### config.mk
export PLATFORM = sky130hd
export DESIGN_NAME = sprite_animation_sequencer_unit
export DESIGN_NICKNAME = d
export VERILOG_FILES = /design/src/hdl/sas_pkg.sv /design/src/hdl/sas_cfg_regs.sv /design/src/hdl/sas_core.sv /design/src/hdl/sprite_animation_sequencer_unit.sv
export SDC_FILE = /design/constraint.sdc
export NUM_CORES = 1
export LEC_CHECK = 0
export BUFFER_PORTS_ARGS = -buffer_cell sky130_fd_sc_hd__buf_2
export CAP_MARGIN = 40
export CORE_ASPECT_RATIO = 0.5
export CORE_UTILIZATION = 56
export DETAILED_ROUTE_END_ITERATION = 6
export GPL_TIMING_DRIVEN = 0
export PLACE_DENSITY = 0.88
export RECOVER_POWER = 50
export SYNTH_ARGS = -nofsm -noshare
export SYNTH_HDL_FRONTEND = slang
export SYNTH_SLANG_ARGS = --single-unit
### constraint.sdc
create_clock -name clk -period 9.4 [get_ports clk]
set_input_delay 0 -clock clk [delete_from_list [all_inputs] [get_ports clk]]
set_output_delay 0 -clock clk [all_outputs]
set_load 0.05 [all_outputs]
### src/hdl/sas_pkg.sv
// ----------------------------------------------------------------------------
// Sprite animation sequencer package
// Shared types, request codes and register indexes for the sequencer.
// ----------------------------------------------------------------------------
package sas_pkg;

	localparam int FrameBits = 8;
	localparam int DeltaBits = 16;
	localparam int CellBits  = 11;
	localparam int RectBits  = 18;
	localparam int ActBits   = 9;

	typedef logic [FrameBits-1:0] frame_t;
	typedef logic [DeltaBits-1:0] ticks_t;
	typedef logic [CellBits-1:0]  cell_t;
	typedef logic [RectBits-1:0]  rect_t;
	typedef logic signed [ActBits-1:0] act_t;

	// An action bound holding this value turns the action window off.
	localparam act_t ActionOff = '1;

	typedef enum logic [2:0] {
		REQ_TICK  = 3'd0,
		REQ_PLAY  = 3'd1,
		REQ_PAUSE = 3'd2,
		REQ_STOP  = 3'd3,
		REQ_SET   = 3'd4
	} req_e;

	typedef enum logic [2:0] {
		CFG_START_FRAME = 3'd0,
		CFG_END_FRAME   = 3'd1,
		CFG_SHEET_ROW   = 3'd2,
		CFG_TICKS       = 3'd3,
		CFG_ACT_FIRST   = 3'd4,
		CFG_ACT_LAST    = 3'd5,
		CFG_CELL_W      = 3'd6,
		CFG_CELL_H      = 3'd7
	} cfg_idx_e;

	typedef struct packed {
		frame_t start_frame;
		frame_t end_frame;
		frame_t sheet_row;
		ticks_t ticks_per_frame;
		act_t   action_first;
		act_t   action_last;
		cell_t  cell_width;
		cell_t  cell_height;
	} cfg_t;

	typedef struct packed {
		logic [2:0] req_type;
		ticks_t     delta_ticks;
		logic       loop_flag;
		frame_t     frame_request;
	} req_t;

	typedef struct packed {
		frame_t frame_index;
		rect_t  rect_x;
		rect_t  rect_y;
		logic   is_playing;
		logic   in_action;
	} res_t;

endpackage

### src/hdl/sas_cfg_regs.sv
// ----------------------------------------------------------------------------
// Sprite animation sequencer configuration registers
// Holds the animation span, timing, action window and cell size.
// ----------------------------------------------------------------------------
module sas_cfg_regs (
	input  logic              clk,
	input  logic              arst_n,
	input  logic              wr_en,
	input  logic [2:0]        wr_index,
	input  logic [15:0]       wr_data,
	output sas_pkg::cfg_t     cfg
);

	sas_pkg::cfg_t cfg_q;

	always_ff @(posedge clk or negedge arst_n) begin
		if (!arst_n) begin
			cfg_q.start_frame     <= '0;
			cfg_q.end_frame       <= '0;
			cfg_q.sheet_row       <= '0;
			cfg_q.ticks_per_frame <= '0;
			cfg_q.action_first    <= sas_pkg::ActionOff;
			cfg_q.action_last     <= sas_pkg::ActionOff;
			cfg_q.cell_width      <= sas_pkg::cell_t'(1);
			cfg_q.cell_height     <= sas_pkg::cell_t'(1);
		end else if (wr_en) begin
			case (sas_pkg::cfg_idx_e'(wr_index))
				sas_pkg::CFG_START_FRAME: cfg_q.start_frame <= wr_data[sas_pkg::FrameBits-1:0];
				sas_pkg::CFG_END_FRAME:   cfg_q.end_frame   <= wr_data[sas_pkg::FrameBits-1:0];
				sas_pkg::CFG_SHEET_ROW:   cfg_q.sheet_row   <= wr_data[sas_pkg::FrameBits-1:0];
				sas_pkg::CFG_TICKS:       cfg_q.ticks_per_frame <= wr_data;
				sas_pkg::CFG_ACT_FIRST:   cfg_q.action_first <= wr_data[sas_pkg::ActBits-1:0];
				sas_pkg::CFG_ACT_LAST:    cfg_q.action_last  <= wr_data[sas_pkg::ActBits-1:0];
				sas_pkg::CFG_CELL_W:      cfg_q.cell_width  <= wr_data[sas_pkg::CellBits-1:0];
				sas_pkg::CFG_CELL_H:      cfg_q.cell_height <= wr_data[sas_pkg::CellBits-1:0];
				default: ;
			endcase
		end
	end

	assign cfg = cfg_q;

endmodule

### src/hdl/sas_core.sv
// ----------------------------------------------------------------------------
// Sprite animation sequencer core
// Animation state, next-state logic for one request, and the result register.
// ----------------------------------------------------------------------------
module sas_core (
	input  logic          clk,
	input  logic          arst_n,
	input  logic          fire,
	input  sas_pkg::req_t req,
	input  sas_pkg::cfg_t cfg,
	output sas_pkg::res_t res
);

	sas_pkg::frame_t frame_q;
	sas_pkg::ticks_t elapsed_q;
	logic            playing_q;
	logic            looping_q;
	sas_pkg::res_t   res_s2;

	sas_pkg::frame_t frame_nxt;
	sas_pkg::ticks_t elapsed_nxt;
	logic            playing_nxt;
	logic            looping_nxt;

	logic [sas_pkg::DeltaBits:0] tick_sum;
	sas_pkg::ticks_t             tick_sat;
	logic                        step_due;
	logic                        span_up;
	logic                        span_flat;
	logic                        passed_end;
	sas_pkg::frame_t             step_frame;
	logic                        step_playing;
	logic                        want_in_span;
	logic [sas_pkg::RectBits:0]  prod_x;
	logic [sas_pkg::RectBits:0]  prod_y;
	logic                        window_hit;

	// Frame step toward the end frame. An ascending step from the end frame
	// or above, or a descending step from the end frame or below, passes it.
	always_comb begin
		span_flat = (cfg.start_frame == cfg.end_frame);
		span_up   = (cfg.start_frame < cfg.end_frame);
		if (span_up) begin
			passed_end = (frame_q >= cfg.end_frame);
		end else begin
			passed_end = (frame_q <= cfg.end_frame);
		end
		step_frame   = frame_q;
		step_playing = playing_q;
		if (!span_flat) begin
			if (passed_end) begin
				if (looping_q) begin
					step_frame = cfg.start_frame;
				end else begin
					step_frame   = cfg.end_frame;
					step_playing = 1'b0;
				end
			end else if (span_up) begin
				step_frame = frame_q + sas_pkg::frame_t'(1);
			end else begin
				step_frame = frame_q - sas_pkg::frame_t'(1);
			end
		end
	end

	always_comb begin
		tick_sum = {1'b0, elapsed_q} + {1'b0, req.delta_ticks};
		tick_sat = tick_sum[sas_pkg::DeltaBits] ? '1 : tick_sum[sas_pkg::DeltaBits-1:0];
		step_due = (tick_sat >= cfg.ticks_per_frame);
		want_in_span =
			((req.frame_request >= cfg.start_frame) && (req.frame_request <= cfg.end_frame)) ||
			((req.frame_request >= cfg.end_frame) && (req.frame_request <= cfg.start_frame));

		frame_nxt   = frame_q;
		elapsed_nxt = elapsed_q;
		playing_nxt = playing_q;
		looping_nxt = looping_q;
		case (sas_pkg::req_e'(req.req_type))
			sas_pkg::REQ_TICK: begin
				if (playing_q) begin
					if (step_due) begin
						frame_nxt   = step_frame;
						playing_nxt = step_playing;
						elapsed_nxt = '0;
					end else begin
						elapsed_nxt = tick_sat;
					end
				end
			end
			sas_pkg::REQ_PLAY: begin
				looping_nxt = req.loop_flag;
				playing_nxt = 1'b1;
			end
			sas_pkg::REQ_PAUSE: begin
				playing_nxt = 1'b0;
			end
			sas_pkg::REQ_STOP: begin
				playing_nxt = 1'b0;
				frame_nxt   = cfg.start_frame;
				elapsed_nxt = '0;
			end
			sas_pkg::REQ_SET: begin
				if (want_in_span) begin
					frame_nxt = req.frame_request;
				end
			end
			default: ;
		endcase
	end

	always_comb begin
		prod_x = (sas_pkg::RectBits+1)'(cfg.cell_width) * (sas_pkg::RectBits+1)'(frame_nxt);
		prod_y = (sas_pkg::RectBits+1)'(cfg.cell_height) * (sas_pkg::RectBits+1)'(cfg.sheet_row);
		window_hit = ($signed({1'b0, frame_nxt}) >= cfg.action_first) &&
			($signed({1'b0, frame_nxt}) <= cfg.action_last);
	end

	always_ff @(posedge clk or negedge arst_n) begin
		if (!arst_n) begin
			frame_q   <= '0;
			elapsed_q <= '0;
			playing_q <= 1'b0;
			looping_q <= 1'b0;
		end else if (fire) begin
			frame_q   <= frame_nxt;
			elapsed_q <= elapsed_nxt;
			playing_q <= playing_nxt;
			looping_q <= looping_nxt;
		end
	end

	always_ff @(posedge clk) begin
		if (fire) begin
			res_s2.frame_index <= frame_nxt;
			res_s2.rect_x      <= prod_x[sas_pkg::RectBits-1:0];
			res_s2.rect_y      <= prod_y[sas_pkg::RectBits-1:0];
			res_s2.is_playing  <= playing_nxt;
			res_s2.in_action   <= (cfg.action_first == sas_pkg::ActionOff) ||
				(cfg.action_last == sas_pkg::ActionOff) || window_hit;
		end
	end

	assign res = res_s2;

	// Playing only starts on a play request.
	assert property (@(posedge clk) disable iff (!arst_n)
		$rose(playing_q) |-> $past(fire && (req.req_type == sas_pkg::REQ_PLAY)))
		else $error("playing started without a play request");

	// A stop request rewinds to the start frame and clears elapsed time.
	assert property (@(posedge clk) disable iff (!arst_n)
		fire && (req.req_type == sas_pkg::REQ_STOP) |=>
			(frame_q == $past(cfg.start_frame)) && !playing_q && (elapsed_q == '0))
		else $error("stop did not rewind the animation");

	// State only moves when a request is processed.
	assert property (@(posedge clk) disable iff (!arst_n)
		!fire |=> $stable(frame_q) && $stable(elapsed_q) && $stable(playing_q) &&
			$stable(looping_q))
		else $error("animation state changed without a request");

	// The result register reports the state left by its request.
	assert property (@(posedge clk) disable iff (!arst_n)
		fire |=> (res_s2.frame_index == frame_q) && (res_s2.is_playing == playing_q))
		else $error("result does not match animation state");

endmodule

### src/hdl/sprite_animation_sequencer_unit.sv
// ----------------------------------------------------------------------------
// Sprite animation sequencer unit
// Steps a sprite frame on tick, play, pause, stop and set-frame requests.
// ----------------------------------------------------------------------------
// Each accepted request produces exactly one result, in order. The unit
// accepts one request per clock cycle while the result side is not stalled;
// each request waits in the input register, then makes a single pass through
// the state update and the frame-to-pixel multiply into the result register.
// The state update is what sets the rate, since every request reads the
// frame, elapsed time and play flags left by the one before it. The input and
// output registers form a two-stage pipeline, so a waiting result does not
// stop the next request from being taken as long as one stage is free. The
// configuration port is always ready. Registers are to be written only while
// no request is in flight; cell widths and heights are taken as written, and
// an action bound of all ones turns the action window off.
// ----------------------------------------------------------------------------
module sprite_animation_sequencer_unit (
	input  logic        clk,
	input  logic        arst_n,

	input  logic        s_tvalid,
	output logic        s_tready,
	// [15:0] delta_ticks, [16] loop_flag, [24:17] frame_request, [31:25] zero
	input  logic [31:0] s_tdata,
	// [2:0] req_type
	input  logic [2:0]  s_tuser,

	output logic        m_tvalid,
	input  logic        m_tready,
	// [7:0] frame_index, [25:8] rect_x, [43:26] rect_y, [44] is_playing,
	// [45] in_action, [47:46] zero
	output logic [47:0] m_tdata,

	input  logic        cfg_valid,
	output logic        cfg_ready,
	input  logic [2:0]  cfg_index,
	input  logic [15:0] cfg_data
);

	sas_pkg::cfg_t cfg;
	sas_pkg::req_t req_s1;
	sas_pkg::res_t res;
	logic          valid_s1;
	logic          valid_s2;
	logic          advance;
	logic          core_fire;

	assign cfg_ready = 1'b1;

	sas_cfg_regs u_cfg (
		.clk      (clk),
		.arst_n   (arst_n),
		.wr_en    (cfg_valid && cfg_ready),
		.wr_index (cfg_index),
		.wr_data  (cfg_data),
		.cfg      (cfg)
	);

	// The result stage moves whenever it is empty or being drained, and the
	// input stage refills in the same cycle it hands its request on.
	assign advance   = !valid_s2 || m_tready;
	assign s_tready  = !valid_s1 || advance;
	assign core_fire = valid_s1 && advance;

	always_ff @(posedge clk or negedge arst_n) begin
		if (!arst_n) begin
			valid_s1 <= 1'b0;
			valid_s2 <= 1'b0;
		end else begin
			if (s_tready) begin
				valid_s1 <= s_tvalid;
			end
			if (advance) begin
				valid_s2 <= valid_s1;
			end
		end
	end

	always_ff @(posedge clk) begin
		if (s_tvalid && s_tready) begin
			req_s1.req_type      <= s_tuser;
			req_s1.delta_ticks   <= s_tdata[15:0];
			req_s1.loop_flag     <= s_tdata[16];
			req_s1.frame_request <= s_tdata[24:17];
		end
	end

	sas_core u_core (
		.clk    (clk),
		.arst_n (arst_n),
		.fire   (core_fire),
		.req    (req_s1),
		.cfg    (cfg),
		.res    (res)
	);

	assign m_tvalid = valid_s2;
	assign m_tdata  = {2'b00, res.in_action, res.is_playing, res.rect_y, res.rect_x,
		res.frame_index};

endmodule

==> metrics.log <==
INFO  metric async_reset_ff_share = 59.34%
INFO  metric cts-buffers-inserted = 17
INFO  metric grt_first_pass_wirelength = 59.53 mm
INFO  metric detail_route.wl_per_cell = 20.07 microns
INFO  metric port_buffers = 97
INFO  metric cts.sink_count = 182
INFO  metric grt_usage = 27.80%
INFO  metric drtPass1Iterations = 7
INFO  metric critical-path-max-stage-delay = 0.60 ns
INFO  metric tightestPinTransition = 2.988 ns
INFO  metric worstSkewPairLatency = 0.47 ns
INFO  metric gr-total-overflow = 0
INFO  metric worst-endpoint-required = 9.62 ns
INFO  metric finalHoldViolations = 0
INFO  metric via_per_inst = 5.980
INFO  metric timing.critical_path.from_type = flip-flop
INFO  metric antenna_found_initial = 0
INFO  metric share_of_the_yosys_chip_area_belonging_to_registers = 32.99%
INFO  metric synthXorXnorAreaFrac = 3.044%
INFO  metric layout_min_cycle_time = 9.422 ns
INFO  metric fin_worst_skew = 0.01849 ns
INFO  metric yosysWarningCount = 0
INFO  metric layout_commonest_cell = inv_1
INFO  metric antenna_left = 0
INFO  metric fp-row-count = 41
INFO  metric die_footprint = 27490 sq um
INFO  metric path_delay_family = adder cells
INFO  metric htreeDepth = 4
INFO  metric routed_wl = 40.52 mm
INFO  metric cap_viol_max_count = 2
INFO  metric fin_cells = 2019
INFO  metric cts.clk_slew.worst_paths = 0.08 ns
INFO  metric cp_slowest_cell = fa_1
INFO  metric worst-setup-path-type = flip-flop to flip-flop
INFO  metric clock.fmax = 106.1 MHz
INFO  metric synth_seq_cells = 182
INFO  metric tritoncts = built
INFO  metric part_of_the_cycle_the_worst_path_needs = 100.2%
INFO  metric cp_data_arrival_time = 9.64 ns
INFO  metric layout_common_cells = 193 x inv_1, 149 x ha_1, 116 x nand2_1
INFO  metric synth_compound_gate_area_share = 11.03%
INFO  metric worstSetupEndpointType = flip-flop
INFO  metric die-height = 117.7 microns
INFO  metric holdWs = 0.02373 ns
INFO  metric mappedNetlistArea = 15000 sq um
INFO  metric slew_margin_rel = -99.18%
INFO  metric slew_viol_final = 111
INFO  metric place_congestion = 0.9077
INFO  metric floorplan.initialDensity = 58.26%
INFO  metric pin_count = 110
INFO  metric post-route-drc-count = 9
INFO  metric final_nets = 1989
INFO  metric detailedRoute.firstIterationViolations = 1469
INFO  metric cp_max_fo = 7
INFO  metric setup_viol = 1
INFO  metric post_synth.cell_area_avg = 10.38 sq um
INFO  metric post_synth_and_or_nand_nor_area_fraction = 13.19%
INFO  metric worstPathBufferInverterCount = 8
INFO  metric grt_pass1_vias = 11560
INFO  metric synth.distinct_cells = 77
INFO  metric grt_start_max_net_pins = 57
INFO  metric area_growth_syn_to_layout = 18.65%
INFO  metric synth_top_family_by_area = adder cells
INFO  metric placed_cells_incl_taps = 1891
INFO  metric violations_in_the_final_reports = DRC, capacitance limit, slew limit, setup timing
INFO  metric post_synth_adder_cell_area = 27.75%
INFO  metric max-clock-path-buffers = 2
INFO  metric layout_setup_ws = -0.02222 ns
INFO  metric run_status = finished with violations
INFO  metric synth_enable_flop_cells = 74
INFO  metric postLayoutCoreUtil = 69.13%
INFO  metric chipWidth = 233.5 microns
INFO  metric drive_gt1_share = 18.27%
INFO  metric synthesis.instances = 1445
INFO  metric cts-root-buf = clkbuf_16
INFO  metric detailroute.via_count = 12070
INFO  metric yosys_most_used_dff = dfrtp_1
INFO  metric detailedPlacementHpwl = 25.27 mm
INFO  metric synth.mux.area_fraction = 5.162%
INFO  metric floorplan.core_area = 25750 sq um
INFO  metric n_antenna_cell = 0
INFO  metric hold_class = primary input to flip-flop
[stage by stage]
| step | setup TNS (ns) | area, sq um | setup slack, ns |
|---|---|---|---|
| floorplan | 0 | 15010 | 0.4032 |
| global placement | -2.940 | 15920 | -0.9530 |
| detailed placement | -3.742 | 16020 | -1.134 |
| CTS | -0.01368 | 17280 | -0.006918 |
| global route | -0.5337 | 17800 | -0.2446 |
| finish | -0.02222 | 17800 | -0.02222 |
[sequential cells by signal (all words and copies together) (netlist names)]
name and cells:
u_core.looping_q 1, req_s1 28, u_core.playing_q 1, u_core.elapsed_q 16
u_core.res 46, u_core.frame_q 8, valid_s1 1, u_cfg.cfg 80
m_tvalid 1
[worst register-to-register path: cells and delay by family (launching register included)]
family | cells | cell delay, ns
fa+ha+maj | 8 | 3.31
compound gates | 15 | 3.19
simple gates | 8 | 1.07
buf+inv | 8 | 0.94
flops | 1 | 0.39
xor+xnor | 2 | 0.28
[layout make-up]
type	instances	area [sq um]
multi-input cells	1016	9427
fillers	1705	7950
flip-flops and latches	182	4950
repair buffers	197	1349
inverters	202	764.5
clock buffers	21	483.0
well taps	344	430.4
plain buffers	46	294.0
clock inverters	11	105.1
[routing by layer]
layer	track usage, %	up-vias	share of wire, %
met5	0	-	0
met4	11.85	0	5.1
met3	5.451	197	9.7
met2	44.32	727	46
met1	37.06	5843	39
li1	-	5306	-
[Yosys cell counts (3+ instances only)]
cell type    n  area (sq um)
o21a_1      11         82.58
buf_6        8         90.09
nand2_2     10         62.56
mux2_2      59         664.4
a211oi_1     3         22.52
nor2b_1     11         68.82
ha_1       160          2002
a21boi_0     3         22.52
xor2_1      16         140.1
a22o_1      17         148.9
a31oi_1      5         31.28
nand2_1    120         450.4
o21ai_1     12         60.06
nand2b_1    16         100.1
nor3_1      17         85.08
dfrtp_1     88          2202
o2111ai_1    3         26.28
or3_1        7         43.79
dfstp_2     20         525.5
fa_1       108          2162
o21ai_0     49         245.2
a21o_1      19         142.6
o31ai_1      3         22.52
and3_1       6         37.54
nand3b_1     4         30.03
a21oi_1     61         305.3
clkbuf_1    28         105.1
nand4b_1     3         26.28
buf_1        3         11.26
nand4_1     11         68.82
o21bai_1     7         52.55
buf_4        5         37.54
inv_1      199         747.0
o22a_1      11         96.34
nor2_1      47         176.4
edfxtp_1    74          2222
xnor2_1     33         289.0
or2_2        4         25.02
mux2i_1     11         110.1
nand3_1     11         55.05
o221ai_1     4         35.03
o22ai_1      8         50.05
and2_1     105         656.9
[worst paths after layout]
check / slack [ns] / start / cells after the start / to
setup reg to reg: -0.02 / u_core.elapsed_q[0]$_DFFE_PN0P_ / 41 / u_core.res[37]$_DFFE_PP_
hold reg to reg: 0.48 / req_s1[8]$_DFFE_PP_ / 1 / u_core.looping_q$_DFFE_PN0P_
max in group asynchronous: 4.43 / arst_n / 3 / u_cfg.cfg[59]$_DFFE_PN0P_
setup / recovery: -0.02 / u_core.elapsed_q[0]$_DFFE_PN0P_ / 41 / u_core.res[37]$_DFFE_PP_
min in group asynchronous: 1.06 / arst_n / 2 / u_core.elapsed_q[2]$_DFFE_PN0P_
hold / removal: 0.02 / cfg_index[0] / 3 / u_cfg.cfg[0]$_DFFE_PN1P_
[logic make-up (layout without fill, tap and decap cells)]
logic type | after synthesis | count (layout)
buffers and inverters | 248 | 477
adders and majority gates | 268 | 268
other | 2 | 3
xor gates and xnor gates | 50 | 50
AOI/OAI and AO/OA | 242 | 242
DFF | 182 | 182
muxes | 70 | 70
and+or+nand+nor | 383 | 383
[repair_timing]
action	CTS	global route
hold endpoints to repair	139	0
hold buffers	49	0
setup buffers	10	36
gates cloned	0	1
gates resized for setup	25	63
endpoints found under the setup margin	8	5
pin swaps	12	54
Power is not shown: default switching activity piles up to over one toggle a cycle in this logic, so the estimate is an artifact.
